<file path="src/hw/rtl/serial_bank_switch_mapper_unit_macros.svh">
// Assertion macros used by the bank mapper top level.
`ifndef SERIAL_BANK_SWITCH_MAPPER_UNIT_MACROS_SVH
`define SERIAL_BANK_SWITCH_MAPPER_UNIT_MACROS_SVH

// The consequent must hold in the same cycle as the antecedent.
`define SBSM_ASSERT_SAME(label, clk, rst, ante, cons, msg) \
   label: assert property (@(posedge clk) disable iff (rst) (ante) |-> (cons)) \
      else $error(msg);

// The consequent must hold in the cycle after the antecedent.
`define SBSM_ASSERT_NEXT(label, clk, rst, ante, cons, msg) \
   label: assert property (@(posedge clk) disable iff (rst) (ante) |=> (cons)) \
      else $error(msg);

`endif

</file>
<file path="src/hw/rtl/sbsm_pkg.sv">
// Types and constants of the serial bank switch mapper.
package sbsm_pkg;

   localparam int KIND_W   = 2;
   localparam int ADDR_W   = 15;
   localparam int DATA_W   = 8;
   localparam int TARGET_W = 2;
   localparam int MADDR_W  = 18;
   localparam int REG_W    = 5;
   localparam int COUNT_W  = 3;
   localparam int BANK_W   = 4;

   // Transaction kinds on the request channel.
   localparam logic [KIND_W-1:0] KIND_PRG_READ  = 2'd0;
   localparam logic [KIND_W-1:0] KIND_PRG_WRITE = 2'd1;
   localparam logic [KIND_W-1:0] KIND_CHR_READ  = 2'd2;
   localparam logic [KIND_W-1:0] KIND_CHR_WRITE = 2'd3;

   // Memory targets on the response channel.
   localparam logic [TARGET_W-1:0] TARGET_NONE      = 2'd0;
   localparam logic [TARGET_W-1:0] TARGET_PRG_READ  = 2'd1;
   localparam logic [TARGET_W-1:0] TARGET_CHR_READ  = 2'd2;
   localparam logic [TARGET_W-1:0] TARGET_CHR_WRITE = 2'd3;

   // Register selected by address bits 14:13 on the fifth serial bit.
   localparam logic [1:0] SEL_CONTROL  = 2'd0;
   localparam logic [1:0] SEL_CHR_LOW  = 2'd1;
   localparam logic [1:0] SEL_CHR_HIGH = 2'd2;
   localparam logic [1:0] SEL_PRG_PAGE = 2'd3;

   // Program banking modes from control bits 3:2.
   localparam logic [1:0] PRG_MODE_32K_A     = 2'd0;
   localparam logic [1:0] PRG_MODE_32K_B     = 2'd1;
   localparam logic [1:0] PRG_MODE_FIX_FIRST = 2'd2;
   localparam logic [1:0] PRG_MODE_FIX_LAST  = 2'd3;

   localparam logic [REG_W-1:0]   CONTROL_RESET        = 5'h0C;
   localparam logic [REG_W-1:0]   PRG_PAGE_COUNT_RESET = 5'd16;
   localparam logic [COUNT_W-1:0] SERIAL_LAST          = 3'd4;
   localparam int                 RESET_BIT            = 7;
   localparam int                 CHR_4K_MODE_BIT      = 4;

   typedef struct packed {
      logic [REG_W-1:0] control;
      logic [REG_W-1:0] chr_low;
      logic [REG_W-1:0] chr_high;
      logic [REG_W-1:0] prg_page;
   } sbsm_banks_type;

   localparam sbsm_banks_type BANKS_RESET = '{
      control:  CONTROL_RESET,
      chr_low:  '0,
      chr_high: '0,
      prg_page: '0
   };

   typedef struct packed {
      logic [TARGET_W-1:0] target;
      logic [MADDR_W-1:0]  memory_address;
      logic [DATA_W-1:0]   write_data;
   } sbsm_result_type;

endpackage

</file>
<file path="src/hw/rtl/sbsm_req_if.sv">
// Request channel: bus accesses into the mapper.
interface sbsm_req_if;
   import sbsm_pkg::*;

   logic              valid;
   logic              ready;
   logic [KIND_W-1:0] kind;
   logic [ADDR_W-1:0] address;
   logic [DATA_W-1:0] data;

   modport source (output valid, output kind, output address, output data, input ready);
   modport sink   (input valid, input kind, input address, input data, output ready);
endinterface

</file>
<file path="src/hw/rtl/sbsm_rsp_if.sv">
// Response channel: translated memory accesses out of the mapper.
interface sbsm_rsp_if;
   import sbsm_pkg::*;

   logic                valid;
   logic                ready;
   logic [TARGET_W-1:0] target;
   logic [MADDR_W-1:0]  memory_address;
   logic [DATA_W-1:0]   write_data;

   modport source (output valid, output target, output memory_address, output write_data,
                   input ready);
   modport sink   (input valid, input target, input memory_address, input write_data,
                   output ready);
endinterface

</file>
<file path="src/hw/rtl/sbsm_serial_loader.sv">
// Five-bit serial loader and the bank registers it writes.
module sbsm_serial_loader (
   input  logic                            clock,
   input  logic                            reset,
   input  logic                            write_valid,
   input  logic [1:0]                      write_select,
   input  logic [sbsm_pkg::DATA_W-1:0]     write_data,
   output sbsm_pkg::sbsm_banks_type        banks,
   output logic [sbsm_pkg::COUNT_W-1:0]    serial_count
);
   import sbsm_pkg::*;

   logic [REG_W-1:0]   serial_bits_ff;
   logic [REG_W-1:0]   serial_bits_in;
   logic [COUNT_W-1:0] serial_count_ff;
   logic [COUNT_W-1:0] serial_count_in;
   sbsm_banks_type     banks_ff;
   sbsm_banks_type     banks_in;
   logic [REG_W-1:0]   shifted_bits;

   always_comb begin
      shifted_bits    = serial_bits_ff | ({{(REG_W-1){1'b0}}, write_data[0]} << serial_count_ff);
      serial_bits_in  = serial_bits_ff;
      serial_count_in = serial_count_ff;
      banks_in        = banks_ff;
      if (write_valid) begin
         if (write_data[RESET_BIT]) begin
            serial_bits_in  = '0;
            serial_count_in = '0;
            banks_in        = BANKS_RESET;
         end else if (serial_count_ff == SERIAL_LAST) begin
            // Fifth bit: the assembled value lands in the selected register.
            unique case (write_select)
               SEL_CONTROL:  banks_in.control  = shifted_bits;
               SEL_CHR_LOW:  banks_in.chr_low  = shifted_bits;
               SEL_CHR_HIGH: banks_in.chr_high = shifted_bits;
               SEL_PRG_PAGE: banks_in.prg_page = shifted_bits;
            endcase
            serial_bits_in  = '0;
            serial_count_in = '0;
         end else begin
            serial_bits_in  = shifted_bits;
            serial_count_in = serial_count_ff + 3'd1;
         end
      end
   end

   always_ff @(posedge clock) begin
      if (reset) begin
         serial_bits_ff  <= '0;
         serial_count_ff <= '0;
         banks_ff        <= BANKS_RESET;
      end else begin
         serial_bits_ff  <= serial_bits_in;
         serial_count_ff <= serial_count_in;
         banks_ff        <= banks_in;
      end
   end

   assign banks        = banks_ff;
   assign serial_count = serial_count_ff;
endmodule

</file>
<file path="src/hw/rtl/sbsm_translate.sv">
// Address decode from window offsets to physical program or character addresses.
module sbsm_translate (
   input  logic [sbsm_pkg::KIND_W-1:0] kind,
   input  logic [sbsm_pkg::ADDR_W-1:0] address,
   input  logic [sbsm_pkg::DATA_W-1:0] data,
   input  sbsm_pkg::sbsm_banks_type    banks,
   input  logic [sbsm_pkg::BANK_W-1:0] fixed_bank,
   output sbsm_pkg::sbsm_result_type   result
);
   import sbsm_pkg::*;

   logic [1:0]         prg_mode;
   logic [BANK_W-1:0]  prg_select;
   logic               prg_upper;
   logic [MADDR_W-1:0] prg_address;
   logic [REG_W-1:0]   chr_page;
   logic [MADDR_W-1:0] chr_address;

   always_comb begin
      prg_mode   = banks.control[3:2];
      prg_select = banks.prg_page[BANK_W-1:0];
      prg_upper  = address[14];
      unique case (prg_mode)
         PRG_MODE_32K_A,
         PRG_MODE_32K_B: begin
            // 32 KiB banking ignores the low bank bit.
            prg_address = {prg_select[BANK_W-1:1], address[14:0]};
         end
         PRG_MODE_FIX_FIRST: begin
            prg_address = prg_upper ? {prg_select, address[13:0]}
                                    : {{BANK_W{1'b0}}, address[13:0]};
         end
         PRG_MODE_FIX_LAST: begin
            prg_address = prg_upper ? {fixed_bank, address[13:0]}
                                    : {prg_select, address[13:0]};
         end
      endcase

      chr_page = address[12] ? banks.chr_high : banks.chr_low;
      if (banks.control[CHR_4K_MODE_BIT]) begin
         chr_address = {1'b0, chr_page, address[11:0]};
      end else begin
         chr_address = {1'b0, banks.chr_low[REG_W-1:1], address[12:0]};
      end

      unique case (kind)
         KIND_PRG_READ: begin
            result = '{target: TARGET_PRG_READ, memory_address: prg_address,
                       write_data: '0};
         end
         KIND_PRG_WRITE: begin
            result = '{target: TARGET_NONE, memory_address: '0, write_data: '0};
         end
         KIND_CHR_READ: begin
            result = '{target: TARGET_CHR_READ, memory_address: chr_address,
                       write_data: '0};
         end
         KIND_CHR_WRITE: begin
            result = '{target: TARGET_CHR_WRITE, memory_address: chr_address,
                       write_data: data};
         end
      endcase
   end
endmodule

</file>
<file path="src/hw/rtl/serial_bank_switch_mapper_unit.sv">
// Top level of the serial bank switch mapper.
//
// The mapper takes one bus transaction per clock and returns exactly one response
// transaction for each, in order: the request is captured in an input register,
// decoded in a single combinational pass against the bank registers, and the result
// is held in an output register. Throughput is one transaction per cycle; the only
// limit is the response side taking results. A program-window write updates the serial
// loader when it leaves the input register, so the very next transaction already sees
// the new bank state. Its response carries target zero. The bank count register's last
// bank serves as the fixed upper bank in mode three. The user must write that register
// through the csr port only while the mapper is idle; the block does not enforce this.
`include "serial_bank_switch_mapper_unit_macros.svh"

module serial_bank_switch_mapper_unit (
   input  logic                           clock,
   input  logic                           reset,
   input  logic                           csr_write_enable,
   input  logic [sbsm_pkg::REG_W-1:0]     csr_write_data,
   sbsm_req_if.sink                       req_chan,
   sbsm_rsp_if.source                     rsp_chan
);
   import sbsm_pkg::*;

   logic              in_valid_ff;
   logic              in_valid_in;
   logic [KIND_W-1:0] in_kind_ff;
   logic [ADDR_W-1:0] in_address_ff;
   logic [DATA_W-1:0] in_data_ff;

   logic              rsp_valid_ff;
   logic              rsp_valid_in;
   sbsm_result_type   rsp_result_ff;
   sbsm_result_type   decode_result;

   logic [REG_W-1:0]   prg_page_count_ff;
   logic [REG_W-1:0]   fixed_sum;
   logic [BANK_W-1:0]  fixed_bank;

   logic               advance;
   logic               req_accept;
   logic               loader_step;
   sbsm_banks_type     banks;
   logic [COUNT_W-1:0] serial_count;

   // The pipeline moves whenever the output register is empty or being drained.
   assign advance        = !rsp_valid_ff || rsp_chan.ready;
   assign req_chan.ready = !in_valid_ff || advance;
   assign req_accept     = req_chan.valid && req_chan.ready;
   assign loader_step    = in_valid_ff && advance && (in_kind_ff == KIND_PRG_WRITE);

   assign fixed_sum  = prg_page_count_ff - 5'd1;
   assign fixed_bank = fixed_sum[BANK_W-1:0];

   always_comb begin
      in_valid_in = in_valid_ff;
      if (req_accept) begin
         in_valid_in = 1'b1;
      end else if (advance) begin
         in_valid_in = 1'b0;
      end
      rsp_valid_in = advance ? in_valid_ff : rsp_valid_ff;
   end

   always_ff @(posedge clock) begin
      if (reset) begin
         in_valid_ff       <= 1'b0;
         rsp_valid_ff      <= 1'b0;
         prg_page_count_ff <= PRG_PAGE_COUNT_RESET;
      end else begin
         in_valid_ff  <= in_valid_in;
         rsp_valid_ff <= rsp_valid_in;
         if (csr_write_enable) begin
            prg_page_count_ff <= csr_write_data;
         end
      end
   end

   always_ff @(posedge clock) begin
      if (req_accept) begin
         in_kind_ff    <= req_chan.kind;
         in_address_ff <= req_chan.address;
         in_data_ff    <= req_chan.data;
      end
      if (advance && in_valid_ff) begin
         rsp_result_ff <= decode_result;
      end
   end

   sbsm_serial_loader u_loader (
      .clock        (clock),
      .reset        (reset),
      .write_valid  (loader_step),
      .write_select (in_address_ff[14:13]),
      .write_data   (in_data_ff),
      .banks        (banks),
      .serial_count (serial_count)
   );

   sbsm_translate u_translate (
      .kind       (in_kind_ff),
      .address    (in_address_ff),
      .data       (in_data_ff),
      .banks      (banks),
      .fixed_bank (fixed_bank),
      .result     (decode_result)
   );

   assign rsp_chan.valid          = rsp_valid_ff;
   assign rsp_chan.target         = rsp_result_ff.target;
   assign rsp_chan.memory_address = rsp_result_ff.memory_address;
   assign rsp_chan.write_data     = rsp_result_ff.write_data;

   `SBSM_ASSERT_NEXT(a_stage_to_output, clock, reset, in_valid_ff && advance, rsp_valid_ff, "Transaction leaving the input register did not reach the output register.")
   `SBSM_ASSERT_NEXT(a_reset_write, clock, reset, loader_step && in_data_ff[RESET_BIT], banks == BANKS_RESET && serial_count == '0, "Reset write did not restore the bank registers.")
   `SBSM_ASSERT_NEXT(a_banks_hold, clock, reset, !loader_step, $stable(banks), "Bank registers changed without a program-window write.")
   `SBSM_ASSERT_SAME(a_count_range, clock, reset, 1'b1, serial_count <= SERIAL_LAST, "Serial loader count passed the fifth bit.")
endmodule
</file>
<file path="src/flat_wrapper.sv">
// flat-port wrapper written by rule: the top's interface ports become plain ports
module serial_bank_switch_mapper_unit_flat import sbsm_pkg::*;
  (clock, reset, csr_write_enable, csr_write_data, req_chan_valid, req_chan_kind, req_chan_address, req_chan_data, req_chan_ready, rsp_chan_valid, rsp_chan_target, rsp_chan_memory_address, rsp_chan_write_data, rsp_chan_ready);
  sbsm_req_if req_chan_i ();
  sbsm_rsp_if rsp_chan_i ();
  input  logic clock;
  input  logic reset;
  input  logic csr_write_enable;
  input  logic [sbsm_pkg::REG_W-1:0] csr_write_data;
  input wire logic [$bits(req_chan_i.valid)-1:0] req_chan_valid;
  input wire logic [$bits(req_chan_i.kind)-1:0] req_chan_kind;
  input wire logic [$bits(req_chan_i.address)-1:0] req_chan_address;
  input wire logic [$bits(req_chan_i.data)-1:0] req_chan_data;
  output wire logic [$bits(req_chan_i.ready)-1:0] req_chan_ready;
  output wire logic [$bits(rsp_chan_i.valid)-1:0] rsp_chan_valid;
  output wire logic [$bits(rsp_chan_i.target)-1:0] rsp_chan_target;
  output wire logic [$bits(rsp_chan_i.memory_address)-1:0] rsp_chan_memory_address;
  output wire logic [$bits(rsp_chan_i.write_data)-1:0] rsp_chan_write_data;
  input wire logic [$bits(rsp_chan_i.ready)-1:0] rsp_chan_ready;
  assign req_chan_i.valid = req_chan_valid;
  assign req_chan_i.kind = req_chan_kind;
  assign req_chan_i.address = req_chan_address;
  assign req_chan_i.data = req_chan_data;
  assign req_chan_ready = req_chan_i.ready;
  assign rsp_chan_valid = rsp_chan_i.valid;
  assign rsp_chan_target = rsp_chan_i.target;
  assign rsp_chan_memory_address = rsp_chan_i.memory_address;
  assign rsp_chan_write_data = rsp_chan_i.write_data;
  assign rsp_chan_i.ready = rsp_chan_ready;
  serial_bank_switch_mapper_unit u_core (.clock(clock), .reset(reset), .csr_write_enable(csr_write_enable), .csr_write_data(csr_write_data), .req_chan(req_chan_i), .rsp_chan(rsp_chan_i));
endmodule
</file>
<file path="config.mk">
export PLATFORM = sky130hd
export DESIGN_NAME = serial_bank_switch_mapper_unit_flat
export DESIGN_NICKNAME = d
export VERILOG_FILES = /design/src/hw/rtl/sbsm_pkg.sv /design/src/hw/rtl/sbsm_req_if.sv /design/src/hw/rtl/sbsm_rsp_if.sv /design/src/hw/rtl/sbsm_serial_loader.sv /design/src/hw/rtl/sbsm_translate.sv /design/src/hw/rtl/serial_bank_switch_mapper_unit.sv /design/src/flat_wrapper.sv
export VERILOG_INCLUDE_DIRS = /design/src /design/src/hw/rtl
export SDC_FILE = /design/constraint.sdc
export NUM_CORES = 1
export LEC_CHECK = 0
export BUFFER_PORTS_ARGS = -buffer_cell sky130_fd_sc_hd__buf_4
export CAP_MARGIN = 0
export CORE_UTILIZATION = 55
export DETAILED_ROUTE_END_ITERATION = 6
export PLACE_DENSITY = 0.79
export SLEW_MARGIN = 20
export SYNTH_ARGS = -nofsm -noshare
export SYNTH_HDL_FRONTEND = slang
export SYNTH_SLANG_ARGS = --single-unit
</file>
<file path="constraint.sdc">
create_clock -name clock -period 2.35 [get_ports clock]
set_input_delay 0.3525 -clock clock [delete_from_list [all_inputs] [get_ports clock]]
set_output_delay 0.3525 -clock clock [all_outputs]
set_load 0.05 [all_outputs]
</file>
Word level (Yosys, flattened, before mapping)
Cells that the tools add are included.
{"block": "word_totals", "reg_bits": 86, "in_bits": 35, "out_inout_bits": 30, "word_cells": 68}
{"block": "classes", "n_addsub": 2, "eq_ne": 10, "shifts": 1, "n_mux": 18, "n_bitwise": 1, "reduce_logical": 21}
{"op": "case mux 28 bit (4 select lines)", "n": 1}
{"op": "case mux 18 bit (3 select lines)", "n": 1}
{"op": "2-to-1 mux 20 bit", "n": 2}
{"op": "2-to-1 mux 18 bit", "n": 2}
{"op": "2-to-1 mux 5 bit", "n": 7}
{"op": "2-to-1 mux 17 bit", "n": 1}
{"op": "== test 2 bit, second input constant", "n": 6}
{"op": "AND reduction 3 bit", "n": 4}
{"op": "nonzero test 2 bit", "n": 6}
{"op": "== test 2 x 1 -> 1 bit, second input constant", "n": 3}
{"op": "zero test 2 bit", "n": 3}
{"op": "2-to-1 mux 3 bit", "n": 2}
{"op": "OR 5 bit", "n": 1}
{"op": "<< shifter 1 x 3 -> 5 bit", "n": 1}
{"op": "subtractor 4 x 1 -> 4 bit, second input constant", "n": 1}
{"op": "adder 3 x 1 -> 3 bit, second input constant", "n": 1}
{"op": "== test 3 bit, second input constant", "n": 1}
{"op": "logical AND 1 bit", "n": 3}
{"op": "zero test 1 bit", "n": 2}
{"op": "logical OR 1 bit", "n": 2}
{"op": "2-to-1 mux 1 bit", "n": 2}
{"op": "OR reduction 2 bit", "n": 1}

Logic depth before layout (Yosys ltp)
{"block": "logic_depth", "ltp_word": 5, "mapped_depth": 7, "ltp_nobuf": 6}

Hierarchy
Synthesis repeated with hierarchy kept, for this count alone.
{"block": "hier_totals", "hier_cells": 279, "hier_area_um2": 3532.1}
{"module": "serial_bank_switch_mapper_unit", "n_inst": 1, "cells_each": 84, "area_each_um2": 1879.3, "seq_area_each_um2": 1711.6}
{"module": "sbsm_serial_loader", "n_inst": 1, "cells_each": 125, "area_each_um2": 1159.9, "seq_area_each_um2": 560.5}
{"module": "sbsm_translate", "n_inst": 1, "cells_each": 70, "area_each_um2": 493.0, "seq_area_each_um2": 0.0}

Least setup slack after synthesis
OpenSTA, ideal clock, no wires.
{"block": "synth_timing", "kind": "register to register", "startpoint": "reg u_core.rsp_valid_ff, in the netlist u_core.rsp_chan.valid", "endpoint": "reg u_core.in_address_ff[0], enable pin", "setup_ps": 384, "arrival_ps": 1868, "required_ps": 1966, "slack_ps": 98, "path_stages_with_launch": 5, "path_buffers": 1, "period_less_slack_ps": 2252, "cell_sequence": "dfxtp_1 > nor2b_4 > buf_6 > nand2_1 > and2_1"}
{"block": "synth_via", "elab_chain_len": 4}
{"item": "from (decl)", "line_no": "serial_bank_switch_mapper_unit.sv:30", "source": "logic rsp_valid_ff;"}
{"item": "from (signal assigned)", "line_no": "serial_bank_switch_mapper_unit.sv:71", "source": "rsp_valid_ff <= rsp_valid_in;"}
{"item": "zero test 1 bit", "line_no": "serial_bank_switch_mapper_unit.sv:46", "source": "assign advance = !rsp_valid_ff || rsp_chan.ready;"}
{"item": "logical OR 1 bit", "line_no": "serial_bank_switch_mapper_unit.sv:46"}
{"item": "logical OR 1 bit", "line_no": "serial_bank_switch_mapper_unit.sv:47", "source": "assign req_chan.ready = !in_valid_ff || advance;"}
{"item": "named net req_chan_ready", "line_no": "flat_wrapper.sv:14", "source": "output wire logic [$bits(req_chan_i.ready)-1:0] req_chan_ready;"}
{"item": "logical AND 1 bit", "line_no": "serial_bank_switch_mapper_unit.sv:48", "source": "assign req_accept = req_chan.valid && req_chan.ready;"}
{"item": "to (signal assigned)", "line_no": "serial_bank_switch_mapper_unit.sv:81", "source": "in_address_ff <= req_chan.address;"}
{"item": "to (decl)", "line_no": "serial_bank_switch_mapper_unit.sv:27", "source": "logic [ADDR_W-1:0] in_address_ff;"}
The timed path passes the listed nets, and every way through them passes these cells.
A chain may end at the register's enable or synchronous reset.

Worst setup path in the final report
{"block": "layout_timing", "startpoint": "reg u_core.u_loader.serial_count_ff[0], in the netlist u_core.u_loader.serial_count[0]", "endpoint": "reg u_core.u_loader.serial_count_ff[1], in the netlist u_core.u_loader.serial_count[1]"}
{"block": "layout_via", "elab_chain_len": 3, "elab_cells_between_ends": 4, "classes_between": "add/sub (1); eq/ne (1); mux (2)"}
{"item": "from (decl)", "line_no": "sbsm_serial_loader.sv:15", "source": "logic [COUNT_W-1:0] serial_count_ff;"}
{"item": "from (signal assigned)", "line_no": "sbsm_serial_loader.sv:55", "source": "serial_count_ff <= serial_count_in;"}
{"item": "adder 3 x 1 -> 3 bit or == test 3 bit (tied branches)", "line_no": "sbsm_serial_loader.sv:43, sbsm_serial_loader.sv:31"}
{"item": "2-to-1 mux 3 bit *", "line_no": "sbsm_serial_loader.sv:31", "source": "end else if (serial_count_ff == SERIAL_LAST) begin"}
{"item": "2-to-1 mux 3 bit *", "line_no": "sbsm_serial_loader.sv:27", "source": "if (write_data[RESET_BIT]) begin"}
Every way passes the cells marked *; elsewhere a longest branch is shown, timed or not.

==> results by group <==
Place
  • Count of input and output buffers: 63
  • Placer Congestion: 0.744
  • DPL Wire Length: 4.27 mm
  • # placed instances: 402
  • Place WS: 0.443 ns

Global route
  • Initial antenna violation count: 0
  • Tot GR Track Use: 0.201
  • Largest net degree at the start of global routing: 35
  • First-pass GRT wire length: 9.62 mm
  • Vias in the first global route: 2049
  • Grt ovf: 0

Worst setup path
  • Critical Path RT: 2.64 ns
  • CP arrival: 2.18 ns
  • Reg2Reg Depth: 6
  • Setup crit end: u_core.u_loader.serial_count[1]
  • R2R Setup Slk: 0.46 ns
  • CP endpoint kind: register
  • Reg2reg end: u_core.u_loader.serial_count[1]
  • Critical Path Start: u_core.u_loader.serial_count[0]
  • Worst Setup Path Type: reg2reg
  • Worst R2R Start: u_core.u_loader.serial_count[0]
  • CP Max Fanout: 6
  • Startpoint class of the critical path: register

Yosys
  • EDFF count, synth: 53
  • Post-synth top cells: edfxtp_1 (53), dfxtp_1 (31), mux2i_1 (26), nor2_1 (21), nand2b_1 (19)
  • Fraction of registers with async set/reset: 0
  • Synth Cell Area: 3450 µm²
  • Syn avg cell area: 12.7 µm²
  • Synth Flop Type: edfxtp_1
  • Sequential fraction of the synthesis area: 0.640
  • Cell taking the most area after synthesis: edfxtp_1
  • Most frequent cell after synthesis: edfxtp_1
  • FF+latch count, synth: 84
  • Post-Synthesis Cells: 273
  • Yosys top cell area share: 0.461
  • Post-synthesis cell type count: 39
  • Area contributors post-synth: edfxtp_1 (46%), dfxtp_1 (18%), mux2i_1 (7.5%)
  • Synth Net Count: 315
  • Ys Warns: 0

Clock tree
  • CTS tree: built
  • Resized cells post-CTS: 0
  • H-tree levels: 3
  • Clk sinks: 84
  • Setup Buffers After CTS: 0
  • Worst-path clk slew: 0.09 ns
  • CTS Buf Count: 9
  • Root buf cell: clkbuf_8
  • Clk buf depth: 2
  • Clock latency on the worst-skew pair: 0.35 ns
  • CTS Hold Buffers Added: 0

Detailed routing
  • Drt first-iter violations: 96
  • DR vias/cell: 5.21
  • Number of nets still failing antenna checks after routing: 0
  • WL final: 6.12 mm
  • Number of remaining DRC errors: 0
  • Vias: 2179
  • Drt wl/cell: 14.6 µm
  • Drt pass-1 iters: 4

Timing
  • Post-route setup slack: 0.463 ns
  • Clk_skew: 0.00951 ns
  • Setup TNS: 0 ns
  • Count of final hold-check violations: 0
  • Worst relative slew slack: 0.569
  • Count of endpoints failing setup in the final report: 0
  • RSZ-0062 raised after global routing: false
  • Final hold slack: 0.173 ns
  • Fmax: 530 MHz
  • Slew Viols, Final: 0
  • Final Cycle Share: 0.803
  • Fin crit period: 1.89 ns
  • Slew @ Worst Pin: 0.646 ns

Cells and area
  • Fillcell total: 441
  • Total area of sequential cells: 2210 µm²
  • Area grow syn2layout: 20.5%
  • Ratio of cells with drive above 1 in the final layout: 0.259
  • Final #Nets: 380
  • Finished Layout Cells: 418
  • Multi-input logic area: 1140 µm²
  • Antenna cells: 0

Floorplanning
  • Die Y: 81.3 µm
  • Std cell rows: 28
  • DIE WIDTH: 81.3 µm
  • I/O pin cnt: 65
  • Die ar.: 6600 µm²
  • Core Box Area: 5990 µm²
  • Starting density of the core: 0.577

Hold path
  • Min-delay worst type: in2reg

Pwr
  • Peak VDD IR: 0.435 mV
  • Total power: 2.90 mW
  • Leakage power: 1.71 nW
  • Pwr/cell area: 697 nW/µm²

Status
  • Status: finished clean

Flow run
  • Max cap viols: 0
cell usage in the layout, fill, tap and decap left out, types with 8 or more instances in the layout:
| cell | synthesis | layout |
|---|---|---|
| nor2b_1 | 12 | 12 |
| buf_4 | 0 | 64 |
| nand2_1 | 9 | 9 |
| inv_1 | 14 | 14 |
| nor2_1 | 21 | 21 |
| and2_1 | 9 | 8 |
| edfxtp_1 | 53 | 53 |
| clkbuf_8 | 0 | 10 |
| nor3_1 | 11 | 11 |
| a21oi_1 | 8 | 8 |
| mux2i_1 | 26 | 26 |
| dfxtp_1 | 31 | 31 |
| nand2b_1 | 19 | 19 |
kinds of logic after synthesis:
group | count (synthesis) | synth area share
AND/OR/NAND/NOR | 94 | 0.153
multiplexers | 26 | 0.0753
buffers and inverters | 24 | 0.0304
XOR/XNOR | 2 | 0.00507
flip-flops | 84 | 0.640
AO/OA/AOI/OAI | 36 | 0.0703
adder cells (fa/ha/maj) | 7 | 0.0254
worst max-delay path, stage by stage, from the launching register on:
cell	delay [ns]
dfxtp_1	0.43
inv_1	0.14
ha_1	0.25
a21oi_2	0.28
nor3b_1	0.48
a22oi_1	0.13
nor2_1	0.12
how the worst min path moves through the flow:
stage	from	endpoint	depth (start not counted)
floorplan	u_core.u_loader.serial_bits_ff[0]	u_core.u_loader.serial_bits_ff[0]	1
global placement	u_core.u_loader.serial_bits_ff[0]	u_core.u_loader.serial_bits_ff[0]	1
detailed placement	u_core.u_loader.serial_bits_ff[0]	u_core.u_loader.serial_bits_ff[0]	1
CTS	req_chan_data[3]	u_core.in_data_ff[3]	1
global route	req_chan_data[0]	u_core.in_data_ff[0]	1
finish	req_chan_data[3]	u_core.in_data_ff[3]	1
report_power, final:
group | leakage, nW | switching [mW] | internal, mW | total (mW)
logic | 0.856 | 0.185 | 0.114 | 0.299
registers | 0.761 | 0.0289 | 1.63 | 1.66
clock network | 0.0893 | 0.521 | 0.420 | 0.940
total | 1.71 | 0.735 | 2.17 | 2.90
through the flow:
stage / area [µm²] / utilization
floorplan: 3450 / -
global placement: 3980 / 0.664
detailed placement: 3980 / 0.664
CTS: 4160 / 0.694
global route: 4160 / 0.695
finish: 4160 / 0.695
registers in the layout, indices dropped and copies added (netlist names), 2 cells and up:
signal                          flops
u_core.rsp_chan.memory_address     18
u_core.u_loader.banks              17
u_core.in_address_ff               15
u_core.in_data_ff                   8
u_core.rsp_chan.write_data          8
u_core.u_loader.serial_bits_ff      5
u_core.prg_page_count_ff            4
u_core.u_loader.serial_count        3
u_core.in_kind_ff                   2
u_core.rsp_chan.target              2
cell type report:
type,count,share of cell area
clock buffers,10,0.0331
clock inverters,6,0.0111
inverters,14,0.0126
multi-input cells,165,0.274
flip-flops and latches,84,0.532
well taps,75,0.0225
repair buffers,64,0.115
routing by layer:
layer,part of all wire,up-vias,GRT usage
met1,0.45,1021,0.252
met4,0.027,0,0.105
met3,0.035,15,0.0393
met5,0,-,0
li1,-,1090,-
met2,0.49,53,0.328
(Power assumes the default switching activity.)
